### src/rtl/cma_pkg.sv
`timescale 1ns / 1ps
// Shared types and constants of the confusion matrix accumulator.
// Used by cma_rate_div and confusion_matrix_accumulator; depends on nothing.
package cma_pkg;

    localparam int MAX_CLASSES = 16;
    localparam int CLASS_W     = $clog2(MAX_CLASSES);
    localparam int CELLS       = MAX_CLASSES * MAX_CLASSES;
    localparam int ADDR_W      = 2 * CLASS_W;
    localparam int NCLS_W      = 5;
    localparam int CELL_W      = 48;
    localparam int SUM_W       = 56;
    localparam int WEIGHT_W    = 32;
    localparam int FRAC_W      = 16;
    localparam int RATE_W      = FRAC_W + 1;
    localparam int STEP_W      = $clog2(FRAC_W);
    localparam int STATUS_W    = 3;

    localparam logic [NCLS_W-1:0] NCLS_RESET = NCLS_W'(2);
    localparam logic [NCLS_W-1:0] NCLS_MIN   = NCLS_W'(2);
    localparam logic [NCLS_W-1:0] NCLS_MAX   = NCLS_W'(MAX_CLASSES);

    localparam logic ACT_ADD   = 1'b0;
    localparam logic ACT_QUERY = 1'b1;

    localparam logic [STATUS_W-1:0] ST_OK           = 3'd0;
    localparam logic [STATUS_W-1:0] ST_PRED_MISSING = 3'd1;
    localparam logic [STATUS_W-1:0] ST_ACT_MISSING  = 3'd2;
    localparam logic [STATUS_W-1:0] ST_RANGE        = 3'd3;
    localparam logic [STATUS_W-1:0] ST_ZERO_TOTAL   = 3'd4;

    localparam logic [RATE_W-1:0] RATE_ONE  = RATE_W'(1) << FRAC_W;
    localparam logic [RATE_W-1:0] RATE_ZERO = '0;

    typedef struct packed {
        logic                       action;
        logic [CLASS_W-1:0]         actual_class;
        logic [CLASS_W-1:0]         predicted_class;
        logic                       actual_missing;
        logic                       predicted_missing;
        logic signed [WEIGHT_W-1:0] weight;
        logic [CLASS_W-1:0]         query_class;
    } req_t;

    typedef struct packed {
        logic [STATUS_W-1:0]     status;
        logic signed [SUM_W-1:0] true_pos;
        logic signed [SUM_W-1:0] false_pos;
        logic signed [SUM_W-1:0] true_neg;
        logic signed [SUM_W-1:0] false_neg;
        logic signed [SUM_W-1:0] correct_sum;
        logic signed [SUM_W-1:0] incorrect_sum;
        logic signed [SUM_W-1:0] total_sum;
        logic [RATE_W-1:0]       error_rate;
    } rsp_t;

endpackage

### src/rtl/cma_rate_div.sv
`timescale 1ns / 1ps
// Error rate unit: incorrect / total in unsigned Q1.16, clamped to [0, 1].
// Restoring divider, one quotient bit per cycle; depends on cma_pkg.
module cma_rate_div (
    input  logic                              clk,
    input  logic                              rst_n,
    input  logic                              start,
    input  logic signed [cma_pkg::SUM_W-1:0]  incorrect_sum,
    input  logic signed [cma_pkg::SUM_W-1:0]  total_sum,
    output logic                              done,
    output logic [cma_pkg::RATE_W-1:0]        rate
);

    localparam logic [1:0] D_IDLE = 2'd0;
    localparam logic [1:0] D_CMP  = 2'd1;
    localparam logic [1:0] D_STEP = 2'd2;

    logic [1:0]                     dstate_reg, dstate_next;
    logic [cma_pkg::SUM_W-1:0]      a_reg, a_next;
    logic [cma_pkg::SUM_W-1:0]      b_reg, b_next;
    logic                           zero_reg, zero_next;
    logic [cma_pkg::SUM_W-1:0]      rem_reg, rem_next;
    logic [cma_pkg::FRAC_W-1:0]     quo_reg, quo_next;
    logic [cma_pkg::STEP_W-1:0]     cnt_reg, cnt_next;
    logic                           done_reg, done_next;
    logic [cma_pkg::RATE_W-1:0]     rate_reg, rate_next;
    logic [cma_pkg::SUM_W:0]        shifted;
    logic [cma_pkg::SUM_W:0]        diff;
    logic                           fits;

    assign shifted = {rem_reg, 1'b0};
    assign diff    = shifted - {1'b0, b_reg};
    assign fits    = (shifted >= {1'b0, b_reg});

    always_comb
    begin
        dstate_next = dstate_reg;
        a_next      = a_reg;
        b_next      = b_reg;
        zero_next   = zero_reg;
        rem_next    = rem_reg;
        quo_next    = quo_reg;
        cnt_next    = cnt_reg;
        done_next   = 1'b0;
        rate_next   = rate_reg;
        unique case (dstate_reg)
            D_IDLE:
            begin
                if (start)
                begin
                    // Magnitudes as unsigned; the most negative sum maps to 2^55.
                    a_next    = incorrect_sum[cma_pkg::SUM_W-1] ?
                                (~incorrect_sum + 1'b1) : incorrect_sum;
                    b_next    = total_sum[cma_pkg::SUM_W-1] ?
                                (~total_sum + 1'b1) : total_sum;
                    zero_next = (incorrect_sum == '0) || (total_sum == '0) ||
                                (incorrect_sum[cma_pkg::SUM_W-1] !=
                                 total_sum[cma_pkg::SUM_W-1]);
                    dstate_next = D_CMP;
                end
            end
            D_CMP:
            begin
                if (zero_reg)
                begin
                    rate_next   = cma_pkg::RATE_ZERO;
                    done_next   = 1'b1;
                    dstate_next = D_IDLE;
                end
                else if (a_reg >= b_reg)
                begin
                    rate_next   = cma_pkg::RATE_ONE;
                    done_next   = 1'b1;
                    dstate_next = D_IDLE;
                end
                else
                begin
                    rem_next    = a_reg;
                    quo_next    = '0;
                    cnt_next    = '0;
                    dstate_next = D_STEP;
                end
            end
            D_STEP:
            begin
                // The remainder stays below the divisor, so it fits in SUM_W bits.
                rem_next = fits ? diff[cma_pkg::SUM_W-1:0] : shifted[cma_pkg::SUM_W-1:0];
                quo_next = {quo_reg[cma_pkg::FRAC_W-2:0], fits};
                cnt_next = cnt_reg + 1'b1;
                if (cnt_reg == cma_pkg::STEP_W'(cma_pkg::FRAC_W - 1))
                begin
                    rate_next   = {1'b0, quo_reg[cma_pkg::FRAC_W-2:0], fits};
                    done_next   = 1'b1;
                    dstate_next = D_IDLE;
                end
            end
            default:
            begin
                dstate_next = D_IDLE;
            end
        endcase
    end

    always_ff @(posedge clk or negedge rst_n)
    begin
        if (!rst_n)
        begin
            dstate_reg <= D_IDLE;
            done_reg   <= 1'b0;
            cnt_reg    <= '0;
        end
        else
        begin
            dstate_reg <= dstate_next;
            done_reg   <= done_next;
            cnt_reg    <= cnt_next;
        end
    end

    always_ff @(posedge clk)
    begin
        a_reg    <= a_next;
        b_reg    <= b_next;
        zero_reg <= zero_next;
        rem_reg  <= rem_next;
        quo_reg  <= quo_next;
        rate_reg <= rate_next;
    end

    assign done = done_reg;
    assign rate = rate_reg;

endmodule

### config.mk
export PLATFORM = sky130hd
export DESIGN_NAME = cma_rate_div
export DESIGN_NICKNAME = d
export VERILOG_FILES = /design/src/rtl/cma_pkg.sv /design/src/rtl/cma_rate_div.sv
export SDC_FILE = /design/constraint.sdc
export NUM_CORES = 1
export LEC_CHECK = 0
export BUFFER_PORTS_ARGS = -buffer_cell sky130_fd_sc_hd__buf_2
export CAP_MARGIN = 15
export CORE_AREA = 5 5 198 200
export DETAILED_ROUTE_END_ITERATION = 12
export DIE_AREA = 0 0 203 205
export PLACE_DENSITY = 0.57
export SYNTH_ARGS = -nofsm -noshare
export SYNTH_HDL_FRONTEND = slang
export SYNTH_SLANG_ARGS = --single-unit
### constraint.sdc
create_clock -name clk -period 3.8 [get_ports clk]
set_input_delay 0.19 -clock clk [delete_from_list [all_inputs] [get_ports clk]]
set_output_delay 0.19 -clock clk [all_outputs]
set_load 0.02 [all_outputs]
* After elaboration in Yosys (flattened, before gate mapping)
Cells that the tools add are included.
Operators by class: equal/unequal tests 9, magnitude comparators 2, mux-type cells 25, reduce and logical (&&, ||, !) cells 10, add/sub/neg operators 4, bitwise operators 2
Operators by type and width (count):
- 56-bit 2-to-1 mux | 3
- 56-bit by 1-bit adder with 56-bit output, second input constant | 2
- 56-bit zero test | 2
- 56-bit NOT | 2
- 56-bit case mux with 2 select lines | 1
- 55-bit 2-to-1 mux | 2
- 57-bit by 56-bit >= comparator with 1-bit output | 1
- 56-bit >= comparator | 1
- 56-bit subtractor | 1
- 17-bit 2-to-1 mux | 3
- 17-bit case mux with 2 select lines | 1
- 15-bit 2-to-1 mux | 2
- 15-bit case mux with 2 select lines | 1
- 2-bit 2-to-1 mux | 4
- 4-bit 2-to-1 mux | 2
- 2-bit inequality test, second input constant | 4
- 4-bit case mux with 2 select lines | 1
- 2-bit case mux with 3 select lines | 1
- 3-bit AND reduction | 2
- 4-bit by 1-bit adder with 4-bit output, second input constant | 1
- 4-bit equality test, second input constant | 1
- 2-bit AND reduction | 2
- 1-bit 2-to-1 mux | 3
- 3-bit inequality test, second input constant | 1
- other kinds (7) | 8
Storage, ports and cells: flip-flop bits (word level) 208, input port bits 115, word-level logic and storage cells 63

* Logic depth before layout (Yosys ltp)
depth in word-level cells 4, depth in mapped cells 16, gate-level depth less buffers 13

* Worst setup path after synthesis
Ideal clock, no wire load.
path type flip-flop to flip-flop, start register b_reg[0] (netlist bit), end register quo_reg[0] (netlist bit), enable pin, arrival 3.599 ns, path buffers 0, period minus slack after synthesis 4.024 ns, cell stages (with the launch flop) 13, setup time 0.425 ns, slack -0.224 ns, path through edfxtp_1 > ha_1 > nand2b_1 > a21o_1 > a21o_1 > a21oi_1 > o21ai_0 > a41o_1 > nand3_1 > a211oi_1 > nor2_1 > o21ai_0 > inv_1
Between the ends: word-level cells in the longest chain between the ends 3
Ends and longest elaborated chain:
- from (decl) | line cma_rate_div.sv:20 | logic [cma_pkg::SUM_W-1:0] b_reg, b_next;
- from (signal assigned) | line cma_rate_div.sv:123 | b_reg <= b_next;
- 56-bit >= comparator | line cma_rate_div.sv:70 | else if (a_reg >= b_reg)
- 2-bit inequality test (no line)
- 3-bit AND reduction (no line)
- to (signal assigned) | line cma_rate_div.sv:126 | quo_reg <= quo_next;
- to (decl) | line cma_rate_div.sv:23 | logic [cma_pkg::FRAC_W-1:0] quo_reg, quo_next;
No other way between the ends. A chain may end at the register's enable or synchronous reset.

* Final worst setup path
start input total_sum[9] (netlist bit), end register b_reg[49] (netlist bit), data pin
Between the ends: word-level cells in the longest chain between the ends 3
Ends and longest elaborated chain:
- from (decl) | line cma_rate_div.sv:9 | input logic signed [cma_pkg::SUM_W-1:0] total_sum,
- 56-bit NOT | line cma_rate_div.sv:55 | (~total_sum + 1'b1) : total_sum;
- 56-bit by 1-bit adder with 56-bit output | line cma_rate_div.sv:55
- 55-bit 2-to-1 mux | line cma_rate_div.sv:54 | b_next = total_sum[cma_pkg::SUM_W-1] ?
No other way between the ends.

==> metrics list <==
- The detail route stage leaves a number of antenna-violating nets equal to 0.
* DIE HEIGHT: 205 µm
- Total track usage: 18.45%
- The tree is rooted in a sky130_fd_sc_hd__clkbuf_16.
* Initial Util: 39.28%
- The final count of hold timing violations came to 0.
* Element type at the critical path start: input port
- Kind of path behind the tightest hold check: input port to flip-flop
- Of all flip-flops after synthesis, the portion carrying an async set or reset was 3.365%.
- Post-detailed-placement half-perimeter wirelength: 29,740 µm
- Once placement finished, the instance area stood at 16,030 µm².
- The most used flip-flop cell after synthesis is sky130_fd_sc_hd__edfxtp_1.
- Number of maximum-capacitance constraint violations: 0
* Max FO, Critical Path: 5
- H-Tree Level Count: 1
* Total global routing overflow: 0
- The worst hold path begins at incorrect_sum[46].
- Power Total: 13.46 mW
* Launching instance or port of the critical path: total_sum[9]
- Synthesis instantiated 65 different standard cells from the library.
- Clock net sink count: 208
* Crit share post-route: 98.16%
- Flops & latches, synth: 208
- Sequential cells were found to cover 42.48% of the synthesized design area.
- Share of cells above drive strength 1: 14.27%
- First-pass detailed-route iteration total: 5
* Antenna violations before repair: 1
- On the final layout, the worst clock skew is 0.009921 ns.
- Count of unresolved DRC violations after routing: 0
* Ports placed on the boundary: 133
- The worst register-to-register path begins at a_reg[21].
- Counting every net in the synthesized netlist gives 1,711.
* Worst slack at placement: 0.02931 ns
- Arr. time, crit path: 4.01 ns
- No sink is reached through more buffers than the 3 on the longest clock path.
- Least-Margin Pin Slew: 1.118 ns
- Clock tree from TritonCTS: yes
- The core region is 37,220 µm².
* Least setup slack across all paths after layout: 0.06986 ns
- Static Leakage: 7.316 nW
* Pin count of the biggest net entering global routing: 59
- Number of antenna repair diodes: 0
* Total standard cell area after synthesis: 14,620 µm²
- The max-slew violation count is 0.
- Synthesis Warnings: 0
- Via density: 5.325
* Req. time, crit path: 4.08 ns
* Synthesis-to-layout area growth: 22.75%
- Min cycle time layout: 3.730 ns
- In the final routed layout, each cell accounts on average for 17.43 µm.
* Per-instance average area after synthesis: 9.899 µm²
* Layout filler cell count: 3,475
- For this design the ratio of total power to cell area is 749.8 nW/µm².
- Count of input and output buffers: 132
* Critical path type: input port to flip-flop
- Summing all non-filler instances in the final layout gives an area of 17,950 µm².
- Clock-pin transition on the worst setup and hold timing paths: 0.06 ns
- The worst pin sits at a relative slew slack of 25.43%.
- Post-route setup TNS: 0 ns
- Count of endpoints failing setup in the final report: 0
* NumNets Final: 1,946
- The run finished with clean final reports.
- Vias in the first global route: 11,960
* Internal reg-to-reg setup slack: 0.23 ns
- Synthesized netlist cell count: 1,477
- Worst Reg-to-Reg Cells: 11
* Detailed Route Iter0 Violations: 619
- The die covers 41,620 µm².
- Hold Slack: 0.02219 ns
* Max rail drop VDD: 0.0003546 V
- Total wire length after detailed routing: 38,430 µm
- Static timing analysis puts the maximum clock frequency at 268.1 MHz.
* First-pass GRT wire length: 63,140 µm
- The number of clock buffers added by TritonCTS is 25.
- RD Place Congestion: 0.8690
- Summing over every cut layer, the via total after detailed routing is 11,740.
- STA classifies the critical path endpoint as a flip-flop.
* Buffers inserted during post-CTS setup optimization: 0
- Die X-Extent: 203 µm
* Std cell rows: 71
- Clock latency of the later-clocked register in the worst-skew pair: 0.54 ns
* Number of cells traversed by the worst hold path: 2
- In this run, synthesis inferred 201 flip-flops with an integrated enable.
-- power breakdown --
group / leakage (nW) / switching [mW] / internal, mW
clock: 0.458 / 1.02 / 1.66
sequential: 2.00 / 0.322 / 3.66
combinational: 4.86 / 4.13 / 2.67
-- repair_timing --
item	CTS	global route
setup endpoints to repair	0	6
resized for setup	0	5
endpoints found under the hold margin	101	0
hold buffers	95	0
-- critical path: stages --
cell	delay, ns
sky130_fd_sc_hd__dlygate4sd3_1	0.54
sky130_fd_sc_hd__buf_2	0.14
sky130_fd_sc_hd__or4_4	0.54
sky130_fd_sc_hd__buf_4	0.16
sky130_fd_sc_hd__or4_1	0.49
sky130_fd_sc_hd__or4_1	0.53
sky130_fd_sc_hd__nand2b_1	0.25
sky130_fd_sc_hd__or3_4	0.45
sky130_fd_sc_hd__nand2b_4	0.20
sky130_fd_sc_hd__nand2b_1	0.21
sky130_fd_sc_hd__o21ai_0	0.22
sky130_fd_sc_hd__xnor2_1	0.08
-- synth_stat cells, types with 19 or more instances --
| cell | number | area share, % |
|---|---|---|
| sky130_fd_sc_hd__edfxtp_1 | 201 | 41 |
| sky130_fd_sc_hd__a21oi_1 | 136 | 4.7 |
| sky130_fd_sc_hd__xnor2_1 | 130 | 7.8 |
| sky130_fd_sc_hd__ha_1 | 118 | 10 |
| sky130_fd_sc_hd__nor2_1 | 107 | 2.7 |
| sky130_fd_sc_hd__nand2_1 | 105 | 2.7 |
| sky130_fd_sc_hd__o21ai_0 | 100 | 3.4 |
| sky130_fd_sc_hd__inv_1 | 89 | 2.3 |
| sky130_fd_sc_hd__a21o_1 | 52 | 2.7 |
| sky130_fd_sc_hd__clkbuf_1 | 49 | 1.3 |
| sky130_fd_sc_hd__mux2i_1 | 44 | 3.0 |
| sky130_fd_sc_hd__o31ai_1 | 30 | 1.5 |
| sky130_fd_sc_hd__nand4_1 | 27 | 1.2 |
| sky130_fd_sc_hd__xor2_1 | 24 | 1.4 |
| sky130_fd_sc_hd__nand3_1 | 23 | 0.79 |
| sky130_fd_sc_hd__or3_1 | 19 | 0.81 |
-- worst paths after layout --
path	end
max	b_reg[49]
min	a_reg[46]
max reg2reg	rem_reg[1]
min reg2reg	cnt_reg[1]
max in group asynchronous	dstate_reg[1]
min in group asynchronous	cnt_reg[0]
-- layout make-up --
| class | instances | area [µm²] | share of cell area [%] |
|---|---|---|---|
| tap | 474 | 593.1 | 3.304 |
| multi-input combinational | 1122 | 7921 | 44.13 |
| timing repair buffer | 265 | 1947 | 10.85 |
| sequential | 208 | 6211 | 34.60 |
| clock buffer | 30 | 694.4 | 3.869 |
| clock inverter | 16 | 240.2 | 1.338 |
| inverter | 90 | 341.6 | 1.903 |
-- cells in the final DEF, fill, tap and decap left out, drive strengths merged, types with 34 or more instances in the layout --
master       instances
mux2i               44
buf                170
o21ai              103
dlygate4sd3         95
o31ai               34
ha                 118
a21oi              136
nand2              107
inv                 91
a21o                52
xnor2              130
nor2               107
edfxtp             201
-- kinds of logic after synthesis --
logic type	after synthesis	synth area share, %
compound gates	415	17.63
xor+xnor	154	9.225
fa+ha+maj	119	10.23
buf+inv	147	3.791
flops	208	42.48
mux	44	3.012
simple gates	390	13.63
-- metrics by stage --
step | instances | util, %
floorplan | 1477 | -
global placement | 2064 | 43.06
detailed placement | 2064 | 43.06
CTS | 2205 | 48.13
global route | 2205 | 48.22
finish | 2205 | 48.22
-- layer usage --
layer / up-vias / wire length (µm) / GRT usage, % / share of wire, %
met3: 56 / 1520 / 2.232 / 4.0
met5: - / 11 / 0 / 0.029
met4: 2 / 697 / 4.098 / 1.8
met1: 5480 / 18620 / 26.16 / 48
met2: 258 / 17580 / 30.48 / 46
li1: 5945 / - / - / -
(Power assumes the default switching activity.)
